$ cat config.mk
export PLATFORM = sky130hd
export DESIGN_NAME = infix_to_postfix_converter_core_flat
export DESIGN_NICKNAME = d
export VERILOG_FILES = /design/src/icp_pkg.sv /design/src/icp_if.sv /design/src/icp_front.sv /design/src/icp_back.sv /design/src/infix_to_postfix_converter_core.sv /design/src/flat_wrapper.sv
export VERILOG_INCLUDE_DIRS = /design/src /design/src/src
export SDC_FILE = /design/constraint.sdc
export NUM_CORES = 1
export LEC_CHECK = 0
export BUFFER_PORTS_ARGS = -buffer_cell sky130_fd_sc_hd__buf_4
export CORE_AREA = 8 8 139 115
export CTS_CLUSTER_SIZE = 25
export DETAILED_ROUTE_END_ITERATION = 10
export DIE_AREA = 0 0 147 123
export PLACE_DENSITY = 0.64
export SYNTH_ARGS = -nofsm -noshare
export SYNTH_HDL_FRONTEND = slang
export SYNTH_SLANG_ARGS = --single-unit
$ cat constraint.sdc
create_clock -name clk -period 4.7 [get_ports clk]
set_clock_uncertainty 0.05 [all_clocks]
set_input_delay 0.94 -clock clk [delete_from_list [all_inputs] [get_ports clk]]
set_output_delay 0.94 -clock clk [all_outputs]
set_load 0.01 [all_outputs]
$ cat src/infix_to_postfix_converter_core_macros.svh
// Assertion macros for the converter. Each macro takes a label, the clock,
// the active-low reset, an antecedent and a consequent.
`ifndef INFIX_TO_POSTFIX_CONVERTER_CORE_MACROS_SVH
`define INFIX_TO_POSTFIX_CONVERTER_CORE_MACROS_SVH
`ifndef SYNTHESIS
`define ICP_ASSERT_IMP(label, clk, rst_n, ante, cons) \
	label: assert property (@(posedge clk) disable iff (!rst_n) (ante) |-> (cons)) \
		else $error("icp assertion failed");
`define ICP_ASSERT_NEXT(label, clk, rst_n, ante, cons) \
	label: assert property (@(posedge clk) disable iff (!rst_n) (ante) |=> (cons)) \
		else $error("icp assertion failed");
`else
`define ICP_ASSERT_IMP(label, clk, rst_n, ante, cons)
`define ICP_ASSERT_NEXT(label, clk, rst_n, ante, cons)
`endif
`endif

$ cat src/icp_pkg.sv
package icp_pkg;

	localparam int STACK_DEPTH = 16;
	localparam int CNT_W       = $clog2(STACK_DEPTH + 1);
	localparam int IDX_W       = $clog2(STACK_DEPTH);

	localparam int QUEUE_DEPTH = 2;
	localparam int QPTR_W      = $clog2(QUEUE_DEPTH);
	localparam int QCNT_W      = $clog2(QUEUE_DEPTH + 1);

	localparam logic [7:0] CH_ZERO   = 8'd48;
	localparam logic [7:0] CH_NINE   = 8'd57;
	localparam logic [7:0] CH_ADD    = 8'h2B;
	localparam logic [7:0] CH_SUB    = 8'h2D;
	localparam logic [7:0] CH_MUL    = 8'h2A;
	localparam logic [7:0] CH_DIV    = 8'h2F;
	localparam logic [7:0] CH_LPAREN = 8'h28;
	localparam logic [7:0] CH_RPAREN = 8'h29;
	localparam logic [7:0] CH_SPACE  = 8'h20;

	typedef enum logic [2:0] {
		OP_ADD    = 3'd0,
		OP_SUB    = 3'd1,
		OP_MUL    = 3'd2,
		OP_DIV    = 3'd3,
		OP_LPAREN = 3'd4
	} op_code_t;

	typedef enum logic [2:0] {
		K_DIGIT,
		K_OP,
		K_LPAREN,
		K_RPAREN,
		K_OTHER
	} kind_t;

	typedef enum logic [2:0] {
		B_IDLE,
		B_OPPOP,
		B_RPOP,
		B_TAIL,
		B_FLUSH,
		B_END
	} back_state_t;

	typedef struct packed {
		kind_t      kind;
		op_code_t   code;
		logic [7:0] ch;
		logic       eoe;
	} q_item_t;

	typedef struct packed {
		logic [CNT_W-1:0] count;
		logic             send_done;
	} back_stat_t;

	function automatic logic rank_high(op_code_t c);
		return (c == OP_MUL) || (c == OP_DIV);
	endfunction

	function automatic logic [7:0] code_char(op_code_t c);
		logic [7:0] r;
		unique case (c)
			OP_ADD:  r = CH_ADD;
			OP_SUB:  r = CH_SUB;
			OP_MUL:  r = CH_MUL;
			OP_DIV:  r = CH_DIV;
			default: r = CH_LPAREN;
		endcase
		return r;
	endfunction

endpackage

$ cat src/icp_if.sv
interface icp_in_if;
	logic       valid;
	logic       ready;
	logic [7:0] in_char;
	logic       end_of_expression;

	modport source (output valid, output in_char, output end_of_expression, input ready);
	modport sink (input valid, input in_char, input end_of_expression, output ready);
endinterface

interface icp_out_if;
	logic       valid;
	logic       ready;
	logic [7:0] out_char;
	logic       last_of_run;
	logic       expression_done;
	logic       stack_overflow;

	modport source (output valid, output out_char, output last_of_run,
		output expression_done, output stack_overflow, input ready);
	modport sink (input valid, input out_char, input last_of_run,
		input expression_done, input stack_overflow, output ready);
endinterface

$ cat src/icp_front.sv
module icp_front import icp_pkg::*; (
	input  logic    clk,
	input  logic    arst_n,
	icp_in_if.sink  in_ch,
	output q_item_t q_head,
	output logic    q_valid,
	input  logic    q_pop
);

	q_item_t             mem_q [QUEUE_DEPTH];
	logic [QPTR_W-1:0]   wr_ptr_q;
	logic [QPTR_W-1:0]   rd_ptr_q;
	logic [QCNT_W-1:0]   cnt_q;
	q_item_t             item;
	logic                push;

	always_comb begin
		item.ch   = in_ch.in_char;
		item.eoe  = in_ch.end_of_expression;
		item.code = OP_ADD;
		item.kind = K_OTHER;
		if (in_ch.in_char >= CH_ZERO && in_ch.in_char <= CH_NINE) begin
			item.kind = K_DIGIT;
		end else begin
			unique case (in_ch.in_char)
				CH_ADD: begin
					item.kind = K_OP;
					item.code = OP_ADD;
				end
				CH_SUB: begin
					item.kind = K_OP;
					item.code = OP_SUB;
				end
				CH_MUL: begin
					item.kind = K_OP;
					item.code = OP_MUL;
				end
				CH_DIV: begin
					item.kind = K_OP;
					item.code = OP_DIV;
				end
				CH_LPAREN: begin
					item.kind = K_LPAREN;
					item.code = OP_LPAREN;
				end
				CH_RPAREN: item.kind = K_RPAREN;
				default:   item.kind = K_OTHER;
			endcase
		end
	end

	assign in_ch.ready = (cnt_q != QCNT_W'(QUEUE_DEPTH));
	assign push        = in_ch.valid && in_ch.ready;
	assign q_valid     = (cnt_q != '0);
	assign q_head      = mem_q[rd_ptr_q];

	always_ff @(posedge clk) begin
		if (push) begin
			mem_q[wr_ptr_q] <= item;
		end
	end

	always_ff @(posedge clk or negedge arst_n) begin
		if (!arst_n) begin
			wr_ptr_q <= '0;
			rd_ptr_q <= '0;
			cnt_q    <= '0;
		end else begin
			if (push) begin
				wr_ptr_q <= (wr_ptr_q == QPTR_W'(QUEUE_DEPTH - 1)) ? '0 : wr_ptr_q + 1'b1;
			end
			if (q_pop) begin
				rd_ptr_q <= (rd_ptr_q == QPTR_W'(QUEUE_DEPTH - 1)) ? '0 : rd_ptr_q + 1'b1;
			end
			case ({push, q_pop})
				2'b10:   cnt_q <= cnt_q + 1'b1;
				2'b01:   cnt_q <= cnt_q - 1'b1;
				default: cnt_q <= cnt_q;
			endcase
		end
	end

endmodule

$ cat src/icp_back.sv
module icp_back import icp_pkg::*; (
	input  logic       clk,
	input  logic       arst_n,
	input  q_item_t    q_head,
	input  logic       q_valid,
	output logic       q_pop,
	icp_out_if.source  out_ch,
	output back_stat_t stat
);

	back_state_t      state_q, state_d;
	q_item_t          item_q, item_d;
	op_code_t         stack_q [STACK_DEPTH];
	logic [CNT_W-1:0] count_q, count_d;
	logic [CNT_W-1:0] cnt_m1;
	op_code_t         top;
	logic             run_q, run_d;
	logic             ovf_q, ovf_d;
	logic             hold_v_q, hold_v_d;
	logic [7:0]       hold_ch_q, hold_ch_d;
	logic             out_v_q, out_v_d;
	logic [7:0]       out_ch_q;
	logic             out_last_q, out_done_q, out_ovf_q;

	logic             slot_free, can_gen;
	logic             gen;
	logic [7:0]       gen_ch;
	logic             do_push;
	op_code_t         push_code;
	logic             send, send_last, send_done;
	logic             stack_we;

	assign cnt_m1    = count_q - 1'b1;
	assign top       = stack_q[cnt_m1[IDX_W-1:0]];
	assign slot_free = !out_v_q || out_ch.ready;
	assign can_gen   = !hold_v_q || slot_free;

	always_comb begin
		state_d   = state_q;
		item_d    = item_q;
		count_d   = count_q;
		run_d     = run_q;
		ovf_d     = ovf_q;
		hold_v_d  = hold_v_q;
		hold_ch_d = hold_ch_q;
		q_pop     = 1'b0;
		gen       = 1'b0;
		gen_ch    = CH_SPACE;
		do_push   = 1'b0;
		push_code = item_q.code;
		send      = 1'b0;
		send_last = 1'b0;
		send_done = 1'b0;
		stack_we  = 1'b0;

		unique case (state_q)
			B_IDLE: begin
				// The hold register is always empty here, so the leading result never stalls.
				if (q_valid) begin
					q_pop  = 1'b1;
					item_d = q_head;
					if (q_head.kind == K_DIGIT) begin
						gen     = 1'b1;
						gen_ch  = q_head.ch;
						run_d   = 1'b1;
						state_d = q_head.eoe ? B_TAIL : B_END;
					end else begin
						if (run_q) begin
							gen   = 1'b1;
							run_d = 1'b0;
						end
						unique case (q_head.kind)
							K_OP:     state_d = B_OPPOP;
							K_RPAREN: state_d = B_RPOP;
							K_LPAREN: begin
								do_push   = 1'b1;
								push_code = OP_LPAREN;
								state_d   = q_head.eoe ? B_FLUSH : B_END;
							end
							default:  state_d = q_head.eoe ? B_FLUSH : B_END;
						endcase
					end
				end
			end
			B_OPPOP: begin
				if (count_q != '0 && top != OP_LPAREN &&
						(rank_high(top) || !rank_high(item_q.code))) begin
					if (can_gen) begin
						gen     = 1'b1;
						gen_ch  = code_char(top);
						count_d = cnt_m1;
					end
				end else begin
					do_push = 1'b1;
					state_d = item_q.eoe ? B_FLUSH : B_END;
				end
			end
			B_RPOP: begin
				if (count_q == '0) begin
					state_d = item_q.eoe ? B_FLUSH : B_END;
				end else if (top == OP_LPAREN) begin
					count_d = cnt_m1;
					state_d = item_q.eoe ? B_FLUSH : B_END;
				end else if (can_gen) begin
					gen     = 1'b1;
					gen_ch  = code_char(top);
					count_d = cnt_m1;
				end
			end
			B_TAIL: begin
				if (can_gen) begin
					gen     = 1'b1;
					run_d   = 1'b0;
					state_d = B_FLUSH;
				end
			end
			B_FLUSH: begin
				if (count_q == '0) begin
					state_d = B_END;
				end else if (can_gen) begin
					gen     = 1'b1;
					gen_ch  = code_char(top);
					count_d = cnt_m1;
				end
			end
			B_END: begin
				if (!hold_v_q || slot_free) begin
					if (hold_v_q) begin
						send      = 1'b1;
						send_last = 1'b1;
						send_done = item_q.eoe;
						hold_v_d  = 1'b0;
					end
					if (item_q.eoe) begin
						ovf_d = 1'b0;
					end
					state_d = B_IDLE;
				end
			end
			default: state_d = B_IDLE;
		endcase

		// A push onto a full stack is dropped; no pop has happened in this
		// transaction then, so every result of it is still unsent.
		if (do_push) begin
			if (count_q == CNT_W'(STACK_DEPTH)) begin
				ovf_d = 1'b1;
			end else begin
				stack_we = 1'b1;
				count_d  = count_q + 1'b1;
			end
		end

		// Each new result goes to the hold register; the one it displaces is
		// known not to be the last of its transaction.
		if (gen) begin
			if (hold_v_q) begin
				send = 1'b1;
			end
			hold_v_d  = 1'b1;
			hold_ch_d = gen_ch;
		end
	end

	always_ff @(posedge clk) begin
		if (stack_we) begin
			stack_q[count_q[IDX_W-1:0]] <= push_code;
		end
		item_q    <= item_d;
		hold_ch_q <= hold_ch_d;
		if (send) begin
			out_ch_q   <= hold_ch_q;
			out_last_q <= send_last;
			out_done_q <= send_done;
			out_ovf_q  <= ovf_q;
		end
	end

	always_ff @(posedge clk or negedge arst_n) begin
		if (!arst_n) begin
			state_q  <= B_IDLE;
			count_q  <= '0;
			run_q    <= 1'b0;
			ovf_q    <= 1'b0;
			hold_v_q <= 1'b0;
			out_v_q  <= 1'b0;
		end else begin
			state_q  <= state_d;
			count_q  <= count_d;
			run_q    <= run_d;
			ovf_q    <= ovf_d;
			hold_v_q <= hold_v_d;
			out_v_q  <= out_v_d;
		end
	end

	always_comb begin
		if (send) begin
			out_v_d = 1'b1;
		end else if (out_ch.ready) begin
			out_v_d = 1'b0;
		end else begin
			out_v_d = out_v_q;
		end
	end

	assign out_ch.valid           = out_v_q;
	assign out_ch.out_char        = out_ch_q;
	assign out_ch.last_of_run     = out_last_q;
	assign out_ch.expression_done = out_done_q;
	assign out_ch.stack_overflow  = out_ovf_q;

	assign stat.count     = count_q;
	assign stat.send_done = send && send_done;

endmodule

$ cat src/infix_to_postfix_converter_core.sv
// Infix to postfix converter, shunting-yard rule, one ASCII character per
// input transaction and one postfix character per output transaction. The
// front classifies each character into a two-entry queue; the back sequencer
// works on one queued character at a time and produces at most one result
// per cycle, keeping a 16-entry operator stack in flip-flops. A digit is
// passed on, a '(' is pushed, an operator first pops each operator of
// equal or higher rank and is then pushed, a ')' emits the operators above
// its '(' and drops that, and an end-of-expression character then flushes
// the stack, after the closing space when it is a digit. Results leave
// through a registered output stage behind a one-result hold register, so
// a stalled output only halts the sequencer once both of them are
// occupied. The stack_overflow flag is sticky over an expression and is
// cleared after its final character.
`include "infix_to_postfix_converter_core_macros.svh"

module infix_to_postfix_converter_core import icp_pkg::*; (
	input  logic      clk,
	input  logic      arst_n,
	icp_in_if.sink    in_ch,
	icp_out_if.source out_ch
);

	q_item_t    q_head;
	logic       q_valid;
	logic       q_pop;
	back_stat_t stat;

	icp_front u_front (
		.clk     (clk),
		.arst_n  (arst_n),
		.in_ch   (in_ch),
		.q_head  (q_head),
		.q_valid (q_valid),
		.q_pop   (q_pop)
	);

	icp_back u_back (
		.clk     (clk),
		.arst_n  (arst_n),
		.q_head  (q_head),
		.q_valid (q_valid),
		.q_pop   (q_pop),
		.out_ch  (out_ch),
		.stat    (stat)
	);

	// The sequencer only takes a character that the queue actually holds.
	`ICP_ASSERT_IMP(a_pop_valid, clk, arst_n, q_pop, q_valid)
	// An accepted character is in the queue in the following cycle.
	`ICP_ASSERT_NEXT(a_accept_queued, clk, arst_n, in_ch.valid && in_ch.ready, q_valid)
	// The final result of an expression leaves behind an empty stack.
	`ICP_ASSERT_IMP(a_done_empty, clk, arst_n, stat.send_done, stat.count == '0)

endmodule

$ cat src/flat_wrapper.sv
// flat-port wrapper written by rule: the top's interface ports become plain ports
module infix_to_postfix_converter_core_flat import icp_pkg::*;
  (clk, arst_n, in_ch_valid, in_ch_in_char, in_ch_end_of_expression, in_ch_ready, out_ch_valid, out_ch_out_char, out_ch_last_of_run, out_ch_expression_done, out_ch_stack_overflow, out_ch_ready);
  icp_in_if in_ch_i ();
  icp_out_if out_ch_i ();
  input  logic clk;
  input  logic arst_n;
  input wire logic [$bits(in_ch_i.valid)-1:0] in_ch_valid;
  input wire logic [$bits(in_ch_i.in_char)-1:0] in_ch_in_char;
  input wire logic [$bits(in_ch_i.end_of_expression)-1:0] in_ch_end_of_expression;
  output wire logic [$bits(in_ch_i.ready)-1:0] in_ch_ready;
  output wire logic [$bits(out_ch_i.valid)-1:0] out_ch_valid;
  output wire logic [$bits(out_ch_i.out_char)-1:0] out_ch_out_char;
  output wire logic [$bits(out_ch_i.last_of_run)-1:0] out_ch_last_of_run;
  output wire logic [$bits(out_ch_i.expression_done)-1:0] out_ch_expression_done;
  output wire logic [$bits(out_ch_i.stack_overflow)-1:0] out_ch_stack_overflow;
  input wire logic [$bits(out_ch_i.ready)-1:0] out_ch_ready;
  assign in_ch_i.valid = in_ch_valid;
  assign in_ch_i.in_char = in_ch_in_char;
  assign in_ch_i.end_of_expression = in_ch_end_of_expression;
  assign in_ch_ready = in_ch_i.ready;
  assign out_ch_valid = out_ch_i.valid;
  assign out_ch_out_char = out_ch_i.out_char;
  assign out_ch_last_of_run = out_ch_i.last_of_run;
  assign out_ch_expression_done = out_ch_i.expression_done;
  assign out_ch_stack_overflow = out_ch_i.stack_overflow;
  assign out_ch_i.ready = out_ch_ready;
  infix_to_postfix_converter_core u_core (.clk(clk), .arst_n(arst_n), .in_ch(in_ch_i), .out_ch(out_ch_i));
endmodule
==> impl_results.md, run 1 <==
- CTS tree: done
- Crit path launch type: flip-flop
- Starting Density: 0.390
- Worst r2r dst: u_core.u_back.stack_q[2][1]$_DFFE_PP_
- Largest fanout on the critical path: 15
- Leak: 2.28 nW
- Initial antenna violation count: 0
- RR Startpoint: u_core.u_back.count_q[1]$_DFF_PN0_
- Chip width: 147 µm
- Slew headroom: 0.291
- CTS sink count: 117
- Vias in the first global route: 3421
- Diodes inserted: 0
- Gpl congestion: 0.880
- # IOs: 26
- Max cap viols: 0
- Number of synthesized flops with an enable pin: 101
- Clk_lat worst skew: 0.41 ns
- Post-synthesis cell type count: 60
- Peak supply drop: 0.487 mV
- Most used cell, CP: mux2i_1
- Final Cycle Share: 0.928
- Kind of critical path: flip-flop to flip-flop
- # Post-CTS Setup Buffers: 0
- Crit path cell chain: inv_1, ha_1, mux4_2, mux2i_1, mux2i_1, o211ai_1, o21ai_1, nor4b_1
- Min-Delay Path Class: input port to async pin
- Layout cells sized above 1: 0.195
- Placement Setup Slack: 0.362 ns
- Starting DRC count in detailed routing: 284
- H-tree levels: 4
- Root Driver: clkbuf_16
- Total wire length: 11200 µm
- Fmax: 0.229 GHz
- Final Setup Violations: 0
- TritonRoute pass-1 iters: 5
- Pwr Density: 780 nW/µm²
- Syn-to-layout area delta: 17.5%
- Crit end category: flip-flop
- GRT overflow: 0
- Number of routed nets with antenna violations: 0
- CTS Hold Bufs: 0
- Synthesized cell area: 5410 µm²
- WP data required: 4.68 ns
- Post_cts resized: 0
- Max-slew violations: 0
- Syn Inst Count: 403
- HPWL Detailed: 7860 µm
- Overall Global Routing Usage: 0.130
- Depth of the worst register-to-register path: 8
- Worst path arrival time: 4.34 ns
- Die Y: 123 µm
- RSZ-0062 raised after global routing: no
- Placeable Area: 13900 µm²
- Syn nets: 422
- Worst-path clk slew: 0.06 ns
- Max clock buf depth: 2
- Wire per inst: 17.8 µm
- Outcome: completed
- Post-synthesis register bit count: 117
- Critical-path top delay cell: nor4b_1
- Slew @ Worst Pin: 1.06 ns
- Total die area: 18100 µm²
- Vias per cell: 5.42
- Primary FF master, synth: edfxtp_1
- Avg Cell Area, Syn: 13.4 µm²
- Max incr delay on CP: 0.88 ns
- Yosys warns: 0
- Crit-path leading delay family: multiplexers
- Async S/R FF share, synth: 0.137
- TNS Setup: 0 ns
- Sequential fraction of the synthesis area: 0.635
- Setup WS post-layout: 0.336 ns
- Worst path depth: 8
- Global-route wire length before repair: 18200 µm
- CTS Buf Count: 17
- Nets: 452
- Largest net degree at the start of global routing: 20
- IO buf count: 25
- Num rows: 39
- Drc violations: 0
- Minimum clock period: 4.36 ns
- Layout fillers: 1231
- WP buf/inv: 1
- Endpoints failing hold: 0
- Reg2Reg Setup Slack: 0.34 ns
- Via count: 3417
[per-stage QoR]
| step | power [mW] | cell area, µm² | util | instances | hold WS (ns) |
|---|---|---|---|---|---|
| 2_1_floorplan | 3.15 | 5410 | - | 403 | 0.350 |
| 3_3_place_gp | 3.65 | 5770 | 0.416 | 598 | 0.355 |
| 3_5_place_dp | 3.69 | 5770 | 0.416 | 598 | 0.356 |
| 4_1_cts | 4.96 | 6350 | 0.458 | 630 | 0.345 |
| 5_1_grt | 5.24 | 6350 | 0.458 | 630 | 0.354 |
| 6_report | 4.95 | 6350 | 0.458 | 630 | 0.344 |
[cells in the mapped netlist (3+ instances only)]
master / count / area, µm²
nor3_1: 10 / 50.1
o22ai_1: 6 / 37.5
nand3_1: 11 / 55.1
nor2_1: 27 / 101
nand2_1: 41 / 154
o211ai_1: 3 / 22.5
or2_1: 3 / 18.8
mux2i_1: 16 / 160
mux4_2: 12 / 270
o21ai_0: 13 / 65.1
xnor2_1: 6 / 52.6
nor4_1: 4 / 25.0
a21oi_1: 15 / 75.1
mux2_2: 5 / 56.3
and3_1: 3 / 18.8
inv_1: 10 / 37.5
o31ai_1: 3 / 22.5
nand2b_1: 5 / 31.3
buf_2: 5 / 25.0
edfxtp_1: 101 / 3030
a31oi_1: 4 / 25.0
ha_1: 6 / 75.1
clkbuf_1: 11 / 41.3
nor4b_1: 3 / 26.3
xor2_1: 4 / 35.0
and2_1: 15 / 93.8
dfrtp_1: 16 / 400
[worst reg2reg max path, delay by kind of cell, from the launching register on]
kind / cells / cell delay (ns)
multiplexers: 3 / 0.95
AND/OR/NAND/NOR: 1 / 0.88
adder cells (fa/ha/maj): 1 / 0.74
AO/OA/AOI/OAI: 2 / 0.56
flip-flops: 1 / 0.59
buffers and inverters: 1 / 0.20
[how the worst max path moves through the flow]
stage                                             startpoint                                                  to
after floorplan           u_core.u_back.count_q[0]$_DFF_PN0_  u_core.u_back.out_ch.expression_done$_SDFFCE_PN0P_
after global placement    u_core.u_back.count_q[1]$_DFF_PN0_               u_core.u_back.stack_q[2][1]$_DFFE_PP_
after detailed placement  u_core.u_back.count_q[1]$_DFF_PN0_               u_core.u_back.stack_q[2][1]$_DFFE_PP_
after CTS                 u_core.u_back.count_q[1]$_DFF_PN0_               u_core.u_back.stack_q[2][2]$_DFFE_PP_
after global routing      u_core.u_back.count_q[1]$_DFF_PN0_               u_core.u_back.stack_q[2][0]$_DFFE_PP_
final                     u_core.u_back.count_q[1]$_DFF_PN0_               u_core.u_back.stack_q[2][1]$_DFFE_PP_
[state kept, by name, summed over array words and instances (netlist names)]
name / count
u_core.u_back.item_q: 4
u_core.u_back.out_ch.valid: 1
u_core.u_back.state_q: 3
u_core.u_back.out_ch.stack_overflow: 1
u_core.u_back.out_ch.last_of_run: 1
u_core.u_back.hold_v_q: 1
u_core.u_back.ovf_q: 1
u_core.u_back.run_q: 1
u_core.u_back.out_ch.expression_done: 1
u_core.u_front.rd_ptr_q: 1
u_core.u_front.mem_q: 30
u_core.u_front.wr_ptr_q: 1
u_core.u_back.out_ch.out_char: 8
u_core.u_back.count_q: 5
u_core.u_back.stack_q: 48
u_core.u_front.cnt_q: 2
u_core.u_back.hold_ch_q: 8
[area by class of cell]
type	count	area [µm²]	area share
Timing Repair Buffer	30	225	0.0355
Multi-Input combinational cell	257	1840	0.290
Inverter	10	37.5	0.00591
Clock inverter	15	158	0.0248
Clock buffer	17	425	0.0670
Sequential cell	117	3430	0.541
Tap cell	184	230	0.0363
[report_power, final]
group / switching (mW) / internal (mW)
Clock: 0.475 / 0.782
Sequential: 0.216 / 1.51
Combinational: 1.17 / 0.799
Total: 1.87 / 3.09
[metal layers]
metal | global-route usage | vias up | wire length [µm]
met1 | 0.181 | 1688 | 5400
met2 | 0.192 | 114 | 5100
met3 | 0.0318 | 16 | 516
met5 | 0 | - | 0
li1 | - | 1599 | -
met4 | 0.0547 | 0 | 168
[cell usage in the layout (no fill, tap or decap), types with 3 or more instances in the layout]
| master | instances |
|---|---|
| clkinv_2 | 3 |
| nand2b_1 | 5 |
| clkbuf_16 | 17 |
| o31ai_1 | 3 |
| mux2i_1 | 16 |
| buf_4 | 30 |
| inv_1 | 10 |
| o211ai_1 | 3 |
| dfrtp_1 | 16 |
| nor2_1 | 27 |
| nor3_1 | 10 |
| mux2_2 | 5 |
| mux4_2 | 12 |
| clkinvlp_4 | 4 |
| clkinv_4 | 4 |
| o21ai_0 | 13 |
| or2_1 | 3 |
| ha_1 | 6 |
| xnor2_1 | 6 |
| nor4_1 | 4 |
| xor2_1 | 4 |
| nor4b_1 | 3 |
| nand2_1 | 41 |
| and3_1 | 3 |
| o22ai_1 | 6 |
| a21oi_1 | 15 |
| edfxtp_1 | 101 |
| nand3_1 | 11 |
| and2_1 | 15 |
| a31oi_1 | 4 |
[logic make-up (layout without fill, tap and decap cells)]
| group | count (synthesis) | in the layout | share of synthesized area |
|---|---|---|---|
| adder cells (fa/ha/maj) | 6 | 6 | 0.0139 |
| AND/OR/NAND/NOR | 136 | 136 | 0.125 |
| flip-flops | 117 | 117 | 0.635 |
| XOR/XNOR | 10 | 10 | 0.0162 |
| multiplexers | 33 | 33 | 0.0900 |
| AO/OA/AOI/OAI | 72 | 72 | 0.0958 |
| buffers and inverters | 29 | 72 | 0.0243 |
No activity file was read; power rests on OpenSTA's default activity.
==> run 2: changes to the inputs <==
--- a/config.mk
+++ b/config.mk
@@ -12,6 +12,7 @@
 export DETAILED_ROUTE_END_ITERATION = 10
 export DIE_AREA = 0 0 147 123
 export PLACE_DENSITY = 0.64
+export RECOVER_POWER = 25
 export SYNTH_ARGS = -nofsm -noshare
 export SYNTH_HDL_FRONTEND = slang
 export SYNTH_SLANG_ARGS = --single-unit
==> run 2 against run 1 <==
  * Final area down 0.53%
  * Total power down 0.13%
  * Highest routed layer unchanged
  * Setup slack better by 0.016 ns
  * Critical path depth unchanged
  * Register-to-register slack better by 0.02 ns
  * Sequential power about the same
  * Clock-buffer cell count unchanged
  * Critical path type unchanged
  * Non-clock buffer count unchanged
  * Core utilization down 0.24 points
==> impl_results.md, run 2 (synthesis gave the netlist of run 1 again) <==
- Outcome: completed
- CTS tree: done
- Hold Path Cell Cnt: 0
- TritonRoute pass-1 iters: 6 (+1)
- Vias per cell: 5.40 (-0.41%)
- Root Driver: clkbuf_16
- Starting Density: 0.390 (unchanged)
- Vias in the first global route: 3421 (unchanged)
- Gpl congestion: 0.880 (unchanged)
- Max incr delay on CP: 0.89 ns (about the same)
- Critical-path top delay cell: nor4b_1
- Total die area: 18100 µm² (unchanged)
- Worst path depth: 8 (unchanged)
- Fmax: 0.230 GHz (+0.37%)
- Wire per inst: 17.8 µm (+0.17%)
- Dpl cell area: 5770 µm² (unchanged)
- Largest fanout on the critical path: 15 (unchanged)
- Global-route wire length before repair: 18200 µm (unchanged)
- Total wire length: 11200 µm (+0.17%)
- H-tree levels: 4 (unchanged)
- HPWL Detailed: 7860 µm (unchanged)
- Clk network pwr share: 0.254 (about the same)
- Leak: 2.25 nW (-1.5%)
- Internal: 3.08 mW (-0.16%)
- Setup WS post-layout: 0.352 ns (+0.0160 ns)
- Num rows: 39 (unchanged)
- Max clock buf depth: 2 (unchanged)
- Slew @ Worst Pin: 1.07 ns (+0.0156 ns)
- Commonest non-fill, non-tap cell in the layout: edfxtp_1
- Logic pwr share: 0.397 (about the same)
- Depth of the worst register-to-register path: 8 (unchanged)
- CTS sink count: 117 (unchanged)
- Placeable Area: 13900 µm² (unchanged)
- Die Y: 123 µm (unchanged)
- Slew headroom: 0.285 (-0.00565)
- Largest net degree at the start of global routing: 20 (unchanged)
- Clk_lat worst skew: 0.41 ns (about the same)
- Chip width: 147 µm (unchanged)
- Overall Global Routing Usage: 0.130 (unchanged)
- WP buf/inv: 1 (unchanged)
- CTS Buf Count: 17 (unchanged)
- Worst-path clk slew: 0.06 ns (about the same)
- Starting DRC count in detailed routing: 296 (+4.2%)
- Switching power share of the total: 0.377 (about the same)
- Crit end category: flip-flop
- CTS Hold Bufs: 0 (unchanged)
- # Post-CTS Setup Buffers: 0 (unchanged)
- Pwr Density: 783 nW/µm² (+0.40%)
- Min-Delay Path Class: flip-flop to flip-flop
- Peak supply drop: 0.489 mV (+0.34%)
- Net Switching: 1.86 mW (about the same)
- Crit path launch type: flip-flop
- Crit path cell chain: inv_1, ha_1, mux4_2, mux2i_1, mux2i_1, o211ai_1, o21ai_1, nor4b_1
- Crit-path leading delay family: multiplexers
- Max reg flops: 48 (unchanged)
- Via count: 3403 (-0.41%)
- IO buf count: 25 (unchanged)
- Syn-to-layout area delta: 16.9%
- TNS Setup: 0 ns (unchanged)
- Commonest non-fill, non-tap cells in the layout: edfxtp_1 (101), nand2_1 (41), nor2_1 (27), buf_4 (19), clkbuf_16 (17)
- Post-route cell area: 6320 µm² (-0.53%)
- Nets: 452 (unchanged)
- Minimum clock period: 4.35 ns (-0.0160 ns)
- Max cap viols: 0 (unchanged)
- Worst path arrival time: 4.33 ns (about the same)
- Layout cells sized above 1: 0.175 (-0.0202)
- Kind of critical path: flip-flop to flip-flop
- Max-slew violations: 0 (unchanged)
- Placement Setup Slack: 0.362 ns (unchanged)
- Diodes inserted: 0 (unchanged)
- RSZ-0062 raised after global routing: no
- Total Power: 4.95 mW (-0.13%)
- Fin util: 0.456 (-0.00244)
- Reg2Reg Setup Slack: 0.35 ns (+0.02 ns)
- WP data required: 4.68 ns (about the same)
- Initial antenna violation count: 0 (unchanged)
- GRT overflow: 0 (unchanged)
- # IOs: 26 (unchanged)
- Sequential power share: 0.349 (about the same)
- Most used cell, CP: mux2i_1
- Post_cts resized: 0 (unchanged)
- Endpoints failing hold: 0 (unchanged)
- Final Cycle Share: 0.925 (-0.00341)
- Drc violations: 0 (unchanged)
- Number of routed nets with antenna violations: 0 (unchanged)
- Final Setup Violations: 0 (unchanged)
## run 2: worst paths after layout
check / end / from
setup / recovery: u_core.u_back.stack_q[2][1]$_DFFE_PP_ / u_core.u_back.count_q[1]$_DFF_PN0_
hold / removal: u_core.u_back.out_ch.out_char[5]$_DFFE_PP_ / u_core.u_back.hold_ch_q[5]$_DFFE_PP_
setup reg to reg: u_core.u_back.stack_q[2][1]$_DFFE_PP_ / u_core.u_back.count_q[1]$_DFF_PN0_
hold reg to reg: u_core.u_back.out_ch.out_char[5]$_DFFE_PP_ / u_core.u_back.hold_ch_q[5]$_DFFE_PP_
max in group asynchronous: u_core.u_back.count_q[2]$_DFF_PN0_ / arst_n
min in group asynchronous: u_core.u_back.count_q[3]$_DFF_PN0_ / arst_n
## run 2: routing by layer
metal	wire (µm)	vias to the layer above	share of wire	GRT usage
li1	-	1601	-	-
met1	5370	1690	0.48	0.181
met2	5090	96	0.45	0.192
met3	555	16	0.050	0.0318
met4	182	0	0.016	0.0547
met5	0	-	0	0
## run 2: layout make-up
| type | instances | area, µm² |
|---|---|---|
| Timing Repair Buffer | 30 | 191 |
| Inverter | 10 | 37.5 |
| Sequential cell | 117 | 3430 |
| Clock buffer | 17 | 425 |
| Clock inverter | 15 | 158 |
| Tap cell | 184 | 230 |
| Multi-Input combinational cell | 257 | 1840 |
| Fill cell | 1238 | 7540 |
## run 2: stage by stage
stage	std cells	hold WS, ns
floorplan	403	0.350
global placement	598	0.355
detailed placement	598	0.356
CTS	630	0.345
global route	630	0.386
finish	630	0.375
## run 2: power groups by stage
stage	Sequential, mW	Clock, mW	Combinational [mW]
after CTS	1.72	1.27	1.96
final	1.73	1.26	1.96
after detailed placement	1.74	0	1.95
after global placement	1.73	0	1.92
after floorplan	1.63	0	1.52
after global routing	1.76	1.32	2.15
==> run 3: changes to the inputs <==
--- a/config.mk
+++ b/config.mk
@@ -6,12 +6,13 @@
 export SDC_FILE = /design/constraint.sdc
 export NUM_CORES = 1
 export LEC_CHECK = 0
+export ABC_AREA = 1
 export BUFFER_PORTS_ARGS = -buffer_cell sky130_fd_sc_hd__buf_4
-export CORE_AREA = 8 8 139 115
+export CORE_AREA = 8 8 143 118
 export CTS_CLUSTER_SIZE = 25
 export DETAILED_ROUTE_END_ITERATION = 10
-export DIE_AREA = 0 0 147 123
-export PLACE_DENSITY = 0.64
+export DIE_AREA = 0 0 151 126
+export PLACE_DENSITY = 0.63
 export RECOVER_POWER = 25
 export SYNTH_ARGS = -nofsm -noshare
 export SYNTH_HDL_FRONTEND = slang
==> run 3 against run 2 <==
  * Total power up 9.5%
  * Core utilization up 0.12 points
  * Via count up 21%
  * Setup slack better by 0.74 ns
  * Fmax up 20%
  * Combinational power up 22%
  * First-iteration DRC count up 26%
  * Largest power group unchanged
  * Sequential power down 3%
  * Non-clock buffer count up 1
  * Die area up 5.2%
  * Critical path depth up 7
==> impl_results.md, run 3 <==
- Outcome: completed
- Syn nets: 598 (+42%)
- Fin util: 0.457 (+0.00117)
- Sequential fraction of the synthesis area: 0.604 (-0.0313)
- H-tree levels: 4 (unchanged)
- Finished Layout Cells: 818 (+30%)
- Overall Global Routing Usage: 0.142 (+0.0120)
- Slew headroom: 0.235 (-0.0502)
- Global-route wire length before repair: 20800 µm (+14%)
- Num rows: 40 (+2.6%)
- Die Y: 126 µm (+2.4%)
- Number of routed nets with antenna violations: 0 (unchanged)
- Worst path arrival time: 3.63 ns (-0.70 ns)
- Syn Inst Count: 579 (+44%)
- Max clock buf depth: 2 (unchanged)
- Largest net degree at the start of global routing: 33 (+65%)
- Endpoints failing hold: 0 (unchanged)
- Post-synthesis register bit count: 117 (unchanged)
- Slew @ Worst Pin: 1.14 ns (+0.0711 ns)
- Async S/R FF share, synth: 0.137 (unchanged)
- Primary FF master, synth: edfxtp_1
- Yosys top cell by area: edfxtp_1
- Placement Setup Slack: 1.10 ns (+0.734 ns)
- Wire per inst: 15.3 µm (-14%)
- Min-Delay Path Class: flip-flop to flip-flop
- RSZ-0062 raised after global routing: no
- Avg Cell Area, Syn: 9.82 µm² (-27%)
- CTS sink count: 117 (unchanged)
- Post-synthesis cell type count: 42 (-30%)
- # Post-CTS Setup Buffers: 0 (unchanged)
- Leak: 2.80 nW (+25%)
- Initial antenna violation count: 0 (unchanged)
- Top-count cell post-synth: nand2_1
- Pwr Density: 811 nW/µm² (+3.5%)
- TNS Setup: 0 ns (unchanged)
- Post_cts resized: 0 (unchanged)
- TritonRoute pass-1 iters: 5 (-1)
- CTS Buf Count: 17 (unchanged)
- Crit path launch type: flip-flop
- Diodes inserted: 0 (unchanged)
- Final Cycle Share: 0.768 (-0.157)
- Drc violations: 0 (unchanged)
- Depth of the worst register-to-register path: 15 (+7)
- HPWL Detailed: 8990 µm (+14%)
- Vias per cell: 5.02 (-7.0%)
- CTS tree: done
- Total die area: 19000 µm² (+5.2%)
- # IOs: 26 (unchanged)
- Total wire length: 12500 µm (+12%)
- Commonest non-fill, non-tap cells in the layout: nand2_1 (149), edfxtp_1 (101), inv_1 (66), nand3_1 (59), nor2_1 (56)
- Synthesized cell area: 5690 µm² (+5.2%)
- Max reg flops: 48 (unchanged)
- Starting DRC count in detailed routing: 374 (+26%)
- Yosys warns: 0 (unchanged)
- Layout cells sized above 1: 0.140 (-0.0350)
- Starting Density: 0.389 (-0.000991)
- Worst r2r dst: u_core.u_back.out_ch.out_char[5]$_DFFE_PP_
- Area contributors post-synth: edfxtp_1 (53%), nand2_1 (9.8%), dfrtp_1 (7.0%), nand3_1 (5.2%), inv_1 (4.4%)
- Top cell type's share of synthesized area: 0.533 (-0.0277)
- Worst Setup SP: u_core.u_back.count_q[0]$_DFF_PN0_
- Number of synthesized flops with an enable pin: 101 (unchanged)
- GRT overflow: 0 (unchanged)
- Synth top cells by count: nand2_1 (149), edfxtp_1 (101), inv_1 (66)
- Kind of critical path: flip-flop to flip-flop
- Crit path capture: u_core.u_back.out_ch.out_char[5]$_DFFE_PP_
- Nets: 635 (+40%)
- Peak supply drop: 0.393 mV (-20%)
- Via count: 4107 (+21%)
- Crit end category: flip-flop
- Placed cells: 786 (+31%)
- Chip width: 151 µm (+2.7%)
- Largest fanout on the critical path: 29 (+14)
- Commonest non-fill, non-tap cell in the layout: nand2_1
- Setup WS post-layout: 1.09 ns (+0.736 ns)
- WP data required: 4.72 ns (+0.04 ns)
- Max-slew violations: 0 (unchanged)
- Reg2Reg Setup Slack: 1.09 ns (+0.74 ns)
- Root Driver: clkbuf_16
- Max cap viols: 0 (unchanged)
- Clk_lat worst skew: 0.42 ns (about the same)
- CTS Hold Bufs: 0 (unchanged)
- Placeable Area: 14600 µm² (+5.5%)
- Final Setup Violations: 0 (unchanged)
- Gpl congestion: 0.880 (about the same)
- IO buf count: 25 (unchanged)
- Vias in the first global route: 4036 (+18%)
- Minimum clock period: 3.61 ns (-0.736 ns)
- Fmax: 0.277 GHz (+20%)
- Worst-path clk slew: 0.05 ns (about the same)
- RR Startpoint: u_core.u_back.count_q[0]$_DFF_PN0_
- Syn-to-layout area delta: 17.5%
run 3: through the flow:
step	area, µm²	power [mW]	hold slack (ns)
after floorplan	5690	3.43	0.350
after global placement	6090	4.04	0.359
after detailed placement	6090	4.08	0.357
after CTS	6720	5.45	0.328
after global routing	6680	5.82	0.382
final	6680	5.42	0.372
run 3: per-layer routing:
layer | vias up | track usage | wire (µm) | share of wire
met3 | 25 | 0.0429 | 742 | 0.059
met4 | 0 | 0.0691 | 308 | 0.025
met5 | - | 0 | 0 | 0
met1 | 1956 | 0.195 | 6100 | 0.49
met2 | 122 | 0.199 | 5390 | 0.43
li1 | 2004 | - | - | -
run 3: cells by family (layout without fill, tap and decap cells):
family	Yosys count	count (layout)	share of synthesized area
and+or+nand+nor	313	313	0.255
AOI/OAI and AO/OA	42	42	0.0447
xor gates and xnor gates	10	10	0.0154
muxes	3	3	0.00528
buffers and inverters	88	138	0.0629
adders and majority gates	6	6	0.0132
DFF	117	117	0.604
run 3: area by class of cell:
class | count | area (µm²)
Timing Repair Buffer | 31 | 195
Multi-Input combinational cell | 374 | 1890
Tap cell | 189 | 236
Fill cell | 1351 | 7940
Inverter | 75 | 289
Clock buffer | 23 | 478
Clock inverter | 9 | 151
Sequential cell | 117 | 3430
run 3: how the worst min path moves through the flow:
stage / start / end / cells past startpoint / slack [ns]
floorplan: u_core.u_back.hold_ch_q[0]$_DFFE_PP_ / u_core.u_back.out_ch.out_char[0]$_DFFE_PP_ / 0 / 0.35
global placement: u_core.u_back.hold_ch_q[7]$_DFFE_PP_ / u_core.u_back.out_ch.out_char[7]$_DFFE_PP_ / 0 / 0.36
detailed placement: u_core.u_back.hold_ch_q[2]$_DFFE_PP_ / u_core.u_back.out_ch.out_char[2]$_DFFE_PP_ / 0 / 0.36
CTS: arst_n / u_core.u_front.wr_ptr_q$_DFFE_PN0P_ / 1 / 0.33
global route: u_core.u_back.hold_ch_q[6]$_DFFE_PP_ / u_core.u_back.out_ch.out_char[6]$_DFFE_PP_ / 0 / 0.38
finish: u_core.u_back.hold_ch_q[2]$_DFFE_PP_ / u_core.u_back.out_ch.out_char[2]$_DFFE_PP_ / 0 / 0.37
run 3: critical path, stage by stage, from the launching register on:
cell and delay (ns):
dfrtp_1 0.38, inv_2 0.37, ha_1 0.47, inv_2 0.27, nor2_1 0.08, nand2_1 0.06
nand3_1 0.07, nand3_1 0.10, nand2_2 0.13, nand3_4 0.17, nand2_1 0.11, nor2_4 0.15
nand3_1 0.13, nand3b_2 0.23, nand2_1 0.11, nand2_1 0.35
run 3: where the power goes:
part | total (mW) | internal [mW] | switching, mW
registers | 1.67 | 1.52 | 0.150
logic | 2.39 | 0.736 | 1.65
clock network | 1.36 | 0.925 | 0.434
total | 5.42 | 3.18 | 2.23
